[src/rtl/lsps_pkg.sv]
// Shared widths, reset values, register indexes and constants of the line-sensor steering core.
package lsps_pkg;

  // Field widths fixed by the item formats.
  localparam int SAMPLE_W = 10;
  localparam int POS_W = 4;
  localparam int SUM_W = 6;
  localparam int TOTAL_W = 24;
  localparam int GAIN_W = 16;
  localparam int BASE_W = 10;

  // Configuration port.
  localparam int CFG_IDX_W = 3;
  localparam int CFG_DATA_W = 16;

  localparam logic [CFG_IDX_W-1:0] CFG_WHITE_THRESHOLD = 3'd0;
  localparam logic [CFG_IDX_W-1:0] CFG_PROP_GAIN = 3'd1;
  localparam logic [CFG_IDX_W-1:0] CFG_DERIV_GAIN = 3'd2;
  localparam logic [CFG_IDX_W-1:0] CFG_INTEG_GAIN = 3'd3;
  localparam logic [CFG_IDX_W-1:0] CFG_BASE_DUTY = 3'd4;

  localparam logic [SAMPLE_W-1:0] WHITE_THRESHOLD_RESET = 10'd400;
  localparam logic [GAIN_W-1:0] PROP_GAIN_RESET = 16'd256;
  localparam logic [GAIN_W-1:0] DERIV_GAIN_RESET = 16'd28000;
  localparam logic [GAIN_W-1:0] INTEG_GAIN_RESET = 16'd0;
  localparam logic [BASE_W-1:0] BASE_DUTY_RESET = 10'd375;

  // Sensor array geometry and controller constants.
  localparam int NUM_SENSORS = 13;
  localparam int CENTER = (NUM_SENSORS - 1) / 2;
  localparam int DIVISOR = 13;
  localparam int DUTY_BITS = 10;

endpackage

[src/rtl/lsps_if.sv]
// Valid/ready stream interfaces for the sample channel and the result channel.
interface lsps_smp_if;
  import lsps_pkg::*;

  logic                valid;
  logic                ready;
  logic [SAMPLE_W-1:0] sample;
  logic [POS_W-1:0]    sensor_pos;
  logic                frame_end;

  modport source (output valid, sample, sensor_pos, frame_end, input ready);
  modport sink (input valid, sample, sensor_pos, frame_end, output ready);
endinterface

interface lsps_res_if #(
  parameter int DUTY_W = lsps_pkg::DUTY_BITS
);
  import lsps_pkg::*;

  logic                     valid;
  logic                     ready;
  logic [DUTY_W-1:0]        left_duty;
  logic [DUTY_W-1:0]        right_duty;
  logic signed [SUM_W-1:0]  position_sum;
  logic                     line_held;

  modport source (output valid, left_duty, right_duty, position_sum, line_held, input ready);
  modport sink (input valid, left_duty, right_duty, position_sum, line_held, output ready);
endinterface

[src/rtl/line_sensor_pid_steering_core.sv]
// Top level of the line-sensor PID steering core: frame accumulation, PID pipeline, duty output.
//
// Reflectance samples arrive one per transfer, each tagged with its sensor position; the core
// takes one sample every clock cycle unless the sample channel stalls. A sample below
// white_threshold at a valid sensor position adds its position offset from the array center to
// a saturating frame sum. The sample that carries frame_end closes the frame: the sum (or the
// last nonzero sum when the frame sum is zero) is used as the position, the derivative and
// saturating integral terms are formed, and the frame enters a six-stage pipeline (gain
// multiplies, sum, magnitude, divide by 13 through a reciprocal multiply, duty saturation).
// Empty pipeline stages keep taking frames while a result waits; the sample channel stalls only
// when every pipeline stage holds a frame and the result is not taken. Configuration writes are
// taken at any edge with cfg_write high and rst low and apply at once.
module line_sensor_pid_steering_core #(
  parameter int DUTY_BITS = lsps_pkg::DUTY_BITS
) (
  input  logic                            clk,
  input  logic                            rst,
  input  logic                            cfg_write,
  input  logic [lsps_pkg::CFG_IDX_W-1:0]  cfg_index,
  input  logic [lsps_pkg::CFG_DATA_W-1:0] cfg_data,
  lsps_smp_if.sink                        smp,
  lsps_res_if.source                      res
);
  import lsps_pkg::*;

  localparam int STAGES = 6;
  // A correction of 2**CORR_W or more drives both duties to their limits for any base duty.
  localparam int CORR_W = (DUTY_BITS > BASE_W) ? DUTY_BITS : BASE_W;
  localparam int DIV_BITS = CORR_W + 4;
  localparam int DIV_SHIFT = DIV_BITS + 4;
  localparam int DIV_MULT = (2 ** DIV_SHIFT + DIVISOR - 1) / DIVISOR;
  localparam int MULT_W = DIV_BITS + 1;
  localparam int DIV_LIMIT = DIVISOR * (2 ** CORR_W);
  localparam int PID_W = 42;
  localparam int DUTY_MAX = 2 ** DUTY_BITS - 1;
  localparam int ARITH_W = CORR_W + 3;
  localparam int PROP_W = GAIN_W + 1 + SUM_W;
  localparam int DER_W = GAIN_W + 1 + SUM_W + 1;
  localparam int INT_W = GAIN_W + 1 + TOTAL_W;

  localparam logic signed [SUM_W:0] SUM_MAX = (SUM_W + 1)'(2 ** (SUM_W - 1) - 1);
  localparam logic signed [SUM_W:0] SUM_MIN = -(SUM_W + 1)'(2 ** (SUM_W - 1));

  // Configuration registers.
  logic [SAMPLE_W-1:0] white_threshold;
  logic [GAIN_W-1:0]   prop_gain;
  logic [GAIN_W-1:0]   deriv_gain;
  logic [GAIN_W-1:0]   integ_gain;
  logic [BASE_W-1:0]   base_duty;

  always_ff @(posedge clk) begin
    if (rst) begin
      white_threshold <= WHITE_THRESHOLD_RESET;
      prop_gain <= PROP_GAIN_RESET;
      deriv_gain <= DERIV_GAIN_RESET;
      integ_gain <= INTEG_GAIN_RESET;
      base_duty <= BASE_DUTY_RESET;
    end else if (cfg_write) begin
      unique case (cfg_index)
        CFG_WHITE_THRESHOLD: white_threshold <= cfg_data[SAMPLE_W-1:0];
        CFG_PROP_GAIN:       prop_gain <= cfg_data[GAIN_W-1:0];
        CFG_DERIV_GAIN:      deriv_gain <= cfg_data[GAIN_W-1:0];
        CFG_INTEG_GAIN:      integ_gain <= cfg_data[GAIN_W-1:0];
        CFG_BASE_DUTY:       base_duty <= cfg_data[BASE_W-1:0];
        default: ;
      endcase
    end
  end

  // Pipeline flow control: a stage can load when it is empty or its content moves on.
  logic [STAGES:1] vld;
  logic [STAGES:1] free;
  logic            in_xfer;

  always_comb begin
    free[STAGES] = !vld[STAGES] || res.ready;
    for (int k = STAGES - 1; k >= 1; k--) begin
      free[k] = !vld[k] || free[k + 1];
    end
  end

  assign smp.ready = free[1];
  assign in_xfer = smp.valid && smp.ready;

  // Frame state and the work done on the transfer of each sample.
  logic signed [SUM_W-1:0]   frame_sum;
  logic signed [SUM_W-1:0]   held_sum;
  logic signed [SUM_W-1:0]   previous_sum;
  logic signed [TOTAL_W-1:0] error_total;

  logic                      hit;
  logic signed [SUM_W:0]     delta;
  logic signed [SUM_W:0]     sum_ext;
  logic signed [SUM_W-1:0]   sum_sat;
  logic signed [SUM_W-1:0]   used;
  logic                      held;
  logic signed [SUM_W:0]     deriv;
  logic signed [TOTAL_W:0]   total_ext;
  logic signed [TOTAL_W-1:0] total_sat;

  always_comb begin
    hit = ((POS_W + 1)'(smp.sensor_pos) < (POS_W + 1)'(NUM_SENSORS))
          && (smp.sample < white_threshold);
    delta = $signed((SUM_W + 1)'(smp.sensor_pos)) - (SUM_W + 1)'(CENTER);
    sum_ext = (SUM_W + 1)'(frame_sum) + (hit ? delta : '0);
    if (sum_ext > SUM_MAX) begin
      sum_sat = SUM_MAX[SUM_W-1:0];
    end else if (sum_ext < SUM_MIN) begin
      sum_sat = SUM_MIN[SUM_W-1:0];
    end else begin
      sum_sat = sum_ext[SUM_W-1:0];
    end

    held = (sum_sat == '0);
    used = held ? held_sum : sum_sat;
    deriv = (SUM_W + 1)'(used) - (SUM_W + 1)'(previous_sum);

    total_ext = (TOTAL_W + 1)'(error_total) + (TOTAL_W + 1)'(used);
    if (total_ext[TOTAL_W] != total_ext[TOTAL_W-1]) begin
      total_sat = {total_ext[TOTAL_W], {(TOTAL_W - 1){!total_ext[TOTAL_W]}}};
    end else begin
      total_sat = total_ext[TOTAL_W-1:0];
    end
  end

  always_ff @(posedge clk) begin
    if (rst) begin
      frame_sum <= '0;
      held_sum <= '0;
      previous_sum <= '0;
      error_total <= '0;
    end else if (in_xfer) begin
      if (smp.frame_end) begin
        frame_sum <= '0;
        held_sum <= used;
        previous_sum <= used;
        error_total <= total_sat;
      end else begin
        frame_sum <= sum_sat;
      end
    end
  end

  // Position and held flag travel with each frame through all stages.
  logic signed [SUM_W-1:0] pos_pipe [1:STAGES];
  logic                    held_pipe [1:STAGES];

  // Stage 1: controller inputs.
  logic signed [SUM_W:0]     deriv1;
  logic signed [TOTAL_W-1:0] total1;
  // Stage 2: gain products.
  logic signed [PROP_W-1:0]  prop_p;
  logic signed [DER_W-1:0]   der_p;
  logic signed [INT_W-1:0]   int_p;
  // Stage 3: PID sum.
  logic signed [PID_W-1:0]   pid;
  // Stage 4: magnitude and sign.
  logic [PID_W-2:0]          mag;
  logic                      neg4;
  // Stage 5: correction magnitude, saturated.
  logic [CORR_W:0]           corr_mag;
  logic                      neg5;
  // Stage 6: output register.
  logic [DUTY_BITS-1:0]      left_duty;
  logic [DUTY_BITS-1:0]      right_duty;

  logic signed [PID_W-1:0]         pid_abs;
  logic [DIV_BITS+MULT_W-1:0]      quot_prod;
  logic                            corr_sat;
  logic signed [ARITH_W-1:0]       corr_s;
  logic signed [ARITH_W-1:0]       base_s;
  logic signed [ARITH_W-1:0]       left_raw;
  logic signed [ARITH_W-1:0]       right_raw;
  logic [DUTY_BITS-1:0]            left_next;
  logic [DUTY_BITS-1:0]            right_next;

  always_comb begin
    pid_abs = pid[PID_W-1] ? -pid : pid;
    quot_prod = (DIV_BITS + MULT_W)'(mag[DIV_BITS-1:0]) * (DIV_BITS + MULT_W)'(DIV_MULT);
    corr_sat = mag >= (PID_W - 1)'(DIV_LIMIT);

    base_s = $signed(ARITH_W'(base_duty));
    corr_s = neg5 ? -$signed(ARITH_W'(corr_mag)) : $signed(ARITH_W'(corr_mag));
    left_raw = base_s - corr_s;
    right_raw = base_s + corr_s;
    if (left_raw < 0) begin
      left_next = '0;
    end else if (left_raw > ARITH_W'(DUTY_MAX)) begin
      left_next = DUTY_BITS'(DUTY_MAX);
    end else begin
      left_next = left_raw[DUTY_BITS-1:0];
    end
    if (right_raw < 0) begin
      right_next = '0;
    end else if (right_raw > ARITH_W'(DUTY_MAX)) begin
      right_next = DUTY_BITS'(DUTY_MAX);
    end else begin
      right_next = right_raw[DUTY_BITS-1:0];
    end
  end

  always_ff @(posedge clk) begin
    if (rst) begin
      vld <= '0;
    end else begin
      if (free[1]) begin
        vld[1] <= in_xfer && smp.frame_end;
      end
      for (int k = 2; k <= STAGES; k++) begin
        if (free[k]) begin
          vld[k] <= vld[k - 1];
        end
      end
    end
  end

  always_ff @(posedge clk) begin
    if (free[1]) begin
      pos_pipe[1] <= used;
      held_pipe[1] <= held;
      deriv1 <= deriv;
      total1 <= total_sat;
    end
    for (int k = 2; k <= STAGES; k++) begin
      if (free[k]) begin
        pos_pipe[k] <= pos_pipe[k - 1];
        held_pipe[k] <= held_pipe[k - 1];
      end
    end
    if (free[2]) begin
      prop_p <= $signed({1'b0, prop_gain}) * pos_pipe[1];
      der_p <= $signed({1'b0, deriv_gain}) * deriv1;
      int_p <= $signed({1'b0, integ_gain}) * total1;
    end
    if (free[3]) begin
      pid <= PID_W'(prop_p) + PID_W'(der_p) + PID_W'(int_p);
    end
    if (free[4]) begin
      mag <= pid_abs[PID_W-2:0];
      neg4 <= pid[PID_W-1];
    end
    if (free[5]) begin
      corr_mag <= corr_sat ? (CORR_W + 1)'(2 ** CORR_W)
                           : {1'b0, quot_prod[DIV_SHIFT +: CORR_W]};
      neg5 <= neg4;
    end
    if (free[6]) begin
      left_duty <= left_next;
      right_duty <= right_next;
    end
  end

  assign res.valid = vld[STAGES];
  assign res.left_duty = left_duty;
  assign res.right_duty = right_duty;
  assign res.position_sum = pos_pipe[STAGES];
  assign res.line_held = held_pipe[STAGES];

  // A frame reported as fresh must carry a nonzero position.
  a_fresh_nonzero: assert property (@(posedge clk) disable iff (rst)
    res.valid |-> (res.line_held || res.position_sum != '0))
    else $error("fresh frame result with zero position sum");

  // Closing a frame clears the running sum for the next one.
  a_frame_clear: assert property (@(posedge clk) disable iff (rst)
    in_xfer && smp.frame_end |=> frame_sum == '0)
    else $error("frame sum not cleared after frame end");

  // Samples inside a frame leave the per-frame controller state alone.
  a_mid_frame_state: assert property (@(posedge clk) disable iff (rst)
    in_xfer && !smp.frame_end |=> $stable(previous_sum) && $stable(error_total))
    else $error("controller state changed mid-frame");

  // The sample channel stalls only when every stage is full and the result is not taken.
  a_stall_full: assert property (@(posedge clk) disable iff (rst)
    !smp.ready |-> (&vld) && !res.ready)
    else $error("sample channel stalled with a free pipeline stage");

endmodule
[src/flat_wrapper.sv]
// flat-port wrapper written by rule: the top's interface ports become plain ports
module line_sensor_pid_steering_core_flat import lsps_pkg::*;
#(
  parameter int DUTY_BITS = lsps_pkg::DUTY_BITS
)
  (clk, rst, cfg_write, cfg_index, cfg_data, smp_valid, smp_sample, smp_sensor_pos, smp_frame_end, smp_ready, res_valid, res_left_duty, res_right_duty, res_position_sum, res_line_held, res_ready);
  lsps_smp_if smp_i ();
  lsps_res_if res_i ();
  input  logic clk;
  input  logic rst;
  input  logic cfg_write;
  input  logic [lsps_pkg::CFG_IDX_W-1:0] cfg_index;
  input  logic [lsps_pkg::CFG_DATA_W-1:0] cfg_data;
  input wire logic [$bits(smp_i.valid)-1:0] smp_valid;
  input wire logic [$bits(smp_i.sample)-1:0] smp_sample;
  input wire logic [$bits(smp_i.sensor_pos)-1:0] smp_sensor_pos;
  input wire logic [$bits(smp_i.frame_end)-1:0] smp_frame_end;
  output wire logic [$bits(smp_i.ready)-1:0] smp_ready;
  output wire logic [$bits(res_i.valid)-1:0] res_valid;
  output wire logic [$bits(res_i.left_duty)-1:0] res_left_duty;
  output wire logic [$bits(res_i.right_duty)-1:0] res_right_duty;
  output wire logic [$bits(res_i.position_sum)-1:0] res_position_sum;
  output wire logic [$bits(res_i.line_held)-1:0] res_line_held;
  input wire logic [$bits(res_i.ready)-1:0] res_ready;
  assign smp_i.valid = smp_valid;
  assign smp_i.sample = smp_sample;
  assign smp_i.sensor_pos = smp_sensor_pos;
  assign smp_i.frame_end = smp_frame_end;
  assign smp_ready = smp_i.ready;
  assign res_valid = res_i.valid;
  assign res_left_duty = res_i.left_duty;
  assign res_right_duty = res_i.right_duty;
  assign res_position_sum = res_i.position_sum;
  assign res_line_held = res_i.line_held;
  assign res_i.ready = res_ready;
  line_sensor_pid_steering_core #(.DUTY_BITS(DUTY_BITS)) u_core (.clk(clk), .rst(rst), .cfg_write(cfg_write), .cfg_index(cfg_index), .cfg_data(cfg_data), .smp(smp_i), .res(res_i));
endmodule
[config.mk]
export PLATFORM = sky130hd
export DESIGN_NAME = line_sensor_pid_steering_core_flat
export DESIGN_NICKNAME = d
export VERILOG_FILES = /design/src/rtl/lsps_pkg.sv /design/src/rtl/lsps_if.sv /design/src/rtl/line_sensor_pid_steering_core.sv /design/src/flat_wrapper.sv
export SDC_FILE = /design/constraint.sdc
export NUM_CORES = 2
export LEC_CHECK = 0
export BUFFER_PORTS_ARGS = -buffer_cell sky130_fd_sc_hd__clkbuf_2
export CAP_MARGIN = 40
export CORE_MARGIN = 1
export CORE_UTILIZATION = 30
export CTS_CLUSTER_DIAMETER = 120
export CTS_CLUSTER_SIZE = 14
export DETAILED_ROUTE_END_ITERATION = 7
export HOLD_SLACK_MARGIN = 0.08
export SLEW_MARGIN = 20
export SYNTH_ARGS = -nofsm -noshare
export SYNTH_HDL_FRONTEND = slang
export SYNTH_SLANG_ARGS = --single-unit
[constraint.sdc]
create_clock -name clk -period 25.8 [get_ports clk]
set_clock_uncertainty 0.15 [all_clocks]
set_input_delay 3.87 -clock clk [delete_from_list [all_inputs] [get_ports clk]]
set_output_delay 3.87 -clock clk [all_outputs]
set_load 0.01 [all_outputs]
==> results.toml <==
[power]
p_clk_share_pct = 9.6
sw_frac_of_total_pct = 46.7
powerDensity_mw_per_mm2 = 118
ir_drop_uv = 314
seq_power_share_pct = 20.4
p_switching_uw = 2590
finalPower_uw = 5540
p_int_uw = 2950
pwr-share-comb_pct = 69.9
p_leak_uw = 0.0216

[logic_synthesis]
synthArstFlopShare_pct = 0
synthMuxAreaShare_pct = 0.0961
synth_simple_gate_area_share_pct = 14.0
synth.area.top_cells = "fa_1 (28%), edfxtp_1 (19%), ha_1 (12%), inv_1 (6.3%), dfxtp_1 (5.1%)"
synth_compound_area_share_pct = 8.60
avgSynthCellArea_um2 = 10.0
ys_top_cells_by_count = "inv_1 (717), fa_1 (610), nand2_1 (534)"
seq_area_frac_synth_pct = 24.5
synth_cell_types = 78
synthCells = 4295
yosysWarningCount = 0
yosysMostFrequentCell = "inv_1"
synth_top_family_by_area = "adder cells"
yosys_register_bits = 387
ys.flop_type = "edfxtp_1"
yosys.area.top_type = "fa_1"
synthXorXnorAreaFrac_pct = 4.32
yosys.area.top_type_share_pct = 28.4
synth_nets = 5373
synthAdderAreaFrac_pct = 41.1
syn_area_mm2 = 0.0430
synth_edf_count = 277

[global_route]
overflow = 0
antenna_found_initial = 4
first_global_vias = 30500
grt_max_degree = 70
grt_use_total_pct = 13.9
grt_pass1_wl_um = 162000

[timing]
hold_viol = 0
max_freq_mhz = 84.5
drv_slew = 0
hold_ws_ns = 0.264
tightest_slew_ns = 0.877
setup_violations = 0
finalCritPeriodShare_pct = 45.9
relSlewSlack_pct = 41.5
rsz0062_at_grt = "no"
min_period_ns = 11.83
fin_setup_tns_ns = 0

[clock_network]
clock_sinks = 387
clkLatencyLatePin_ns = 0.58
holdBufCountCts = 0
cts_tree = "done"
cts.reportedPaths.clkPinSlew_ns = 0.07
cts_made_buffers = 36
post_cts.repair.setup_buffers = 0
root_buffer = "clkbuf_16"
postCtsResizedCells = 0
cts.path.max_buffers = 3
h-tree-depth = 2

[floorplan]
row_count = 138
dieArea_mm2 = 0.145
io_pins = 68
die_h_um = 380
start_util_pct = 30.3
core_mm2 = 0.142
chipWidth_um = 380

[critical_path]
end_kind = "flip-flop"
critPathMaxFanout = 19
max_stage_delay_ns = 0.73
crit_arrival_ns = 12.17
setup.worst_path.start_class = "input port"
worstSetupPathType = "input port to flip-flop"
crit_top_cell = "a21o_1"
critPathRequiredTime_ns = 26.14
critical-path-slowest-cell = "or3_1"

[drt]
wire_per_inst_um = 15.9
vias = 29100
wl_um = 99300
ant_nets = 0
via_per_inst = 4.66
route.detailed.drc = 0
dr.pass1.iters = 6
drt_iter0_markers = 1676

[layout]
drive_gt1_share_pct = 4.59
post-route-cell-area_mm2 = 0.0468
stdcell_count = 6243
n_fill_cell = 14300
num-nets-final = 5403
areaGrowthSynthToFinish_pct = 9.04
antenna_cells = 0

[placed_design]
hpwlAfterDp_um = 80200
port_buffers = 67
dp.cells = 6170
place_area_mm2 = 0.0456
place_congestion = 0.864

[min_path]
hold_class = "flip-flop to flip-flop"

[run]
drv_cap = 0

[outcome]
outcome = "finished, final reports clean"
[power by group through the flow]
stage	Clock, µW	Combinational (µW)	Sequential [µW]
after floorplan	0	3000	1050
after global placement	0	3810	1170
after detailed placement	0	3910	1160
after CTS	548	3970	1150
after global routing	569	4520	1150
final	532	3870	1130
[worst max-delay path, delay by kind of cell]
kind,cells,cell delay [ns]
fa+ha+maj,4,1.21
buf+inv,5,0.67
compound gates,19,3.99
mux,1,0.57
simple gates,6,1.85
[registers in the layout, indices dropped and copies added (netlist names), 11 cells and up]
register and count:
u_core.prop_p 23, u_core.total1 24, u_core.pid 42, u_core.der_p 24, u_core.int_p 41, u_core.deriv_gain 16, u_core.integ_gain 16, u_core.prop_gain 16
u_core.error_total 24, u_core.pos_pipe 36, u_core.corr_mag 11, u_core.mag 41
[layer usage]
metal	global-route usage, %	part of all wire [%]
met1	18.4	45
met2	23.2	47
met3	2.51	5.4
met4	3.59	2.3
met5	0	0.042
[kinds of logic after synthesis]
| kind of cell | after synthesis |
|---|---|
| and+or+nand+nor | 1241 |
| adders and majority gates | 1045 |
| xor gates and xnor gates | 212 |
| buffers and inverters | 841 |
| DFF | 387 |
| muxes | 4 |
| AOI/OAI and AO/OA | 565 |
[cell usage in the layout (no fill, tap or decap), drive strengths merged, types with 8 or more instances in the layout]
| cell | Yosys | layout |
|---|---|---|
| o211ai | 8 | 8 |
| ha | 429 | 429 |
| o41ai | 12 | 12 |
| nand4 | 13 | 13 |
| or3 | 11 | 11 |
| or2 | 12 | 12 |
| o31ai | 16 | 16 |
| nor4 | 14 | 14 |
| nand2 | 534 | 534 |
| a31oi | 14 | 14 |
| xor2 | 47 | 47 |
| and2 | 272 | 272 |
| a21o | 84 | 84 |
| fa | 610 | 610 |
| dfxtp | 110 | 110 |
| nand3b | 20 | 20 |
| xnor2 | 165 | 165 |
| o21bai | 20 | 20 |
| nand3 | 26 | 26 |
| nor3 | 43 | 43 |
| clkbuf | 115 | 124 |
| a21oi | 189 | 189 |
| nor2 | 174 | 174 |
| o21a | 42 | 42 |
| a22oi | 10 | 10 |
| and3 | 21 | 21 |
| nor2b | 33 | 33 |
| inv | 718 | 724 |
| edfxtp | 277 | 277 |
| a211o | 10 | 10 |
| or4 | 12 | 12 |
| a211oi | 20 | 20 |
| nand2b | 48 | 48 |
| buf | 8 | 49 |
| o21ai | 84 | 84 |
[per-stage QoR]
stage | utilization (%) | setup slack (ns)
finish | 33.0 | 13.97
global route | 33.0 | 13.19
CTS | 33.0 | 13.56
detailed placement | 32.2 | 12.95
global placement | 32.0 | 12.90
floorplan | - | 14.37
[cell type report]
| class | count | area (µm²) | area share [%] |
|---|---|---|---|
| multi-input combinational | 3067 | 29300 | 62.5 |
| clock inverter | 8 | 104 | 0.222 |
| timing repair buffer | 115 | 880 | 1.88 |
| sequential | 387 | 10500 | 22.5 |
| inverter | 718 | 2700 | 5.75 |
| clock buffer | 58 | 1000 | 2.15 |
| tap | 1890 | 2360 | 5.05 |
[worst paths after layout]
check	start	endpoint	slack (ns)	cells after the start
worst max register to register	u_core.white_threshold[1]	u_core.error_total[21]	16.99	35
worst min-delay path	u_core.held_pipe[0][3]	u_core.held_pipe[0][4]	0.26	0
worst min register to register	u_core.held_pipe[0][3]	u_core.held_pipe[0][4]	0.26	0
worst max-delay path	smp_sample[1]	u_core.error_total[21]	13.97	35
(Power assumes the default switching activity.)
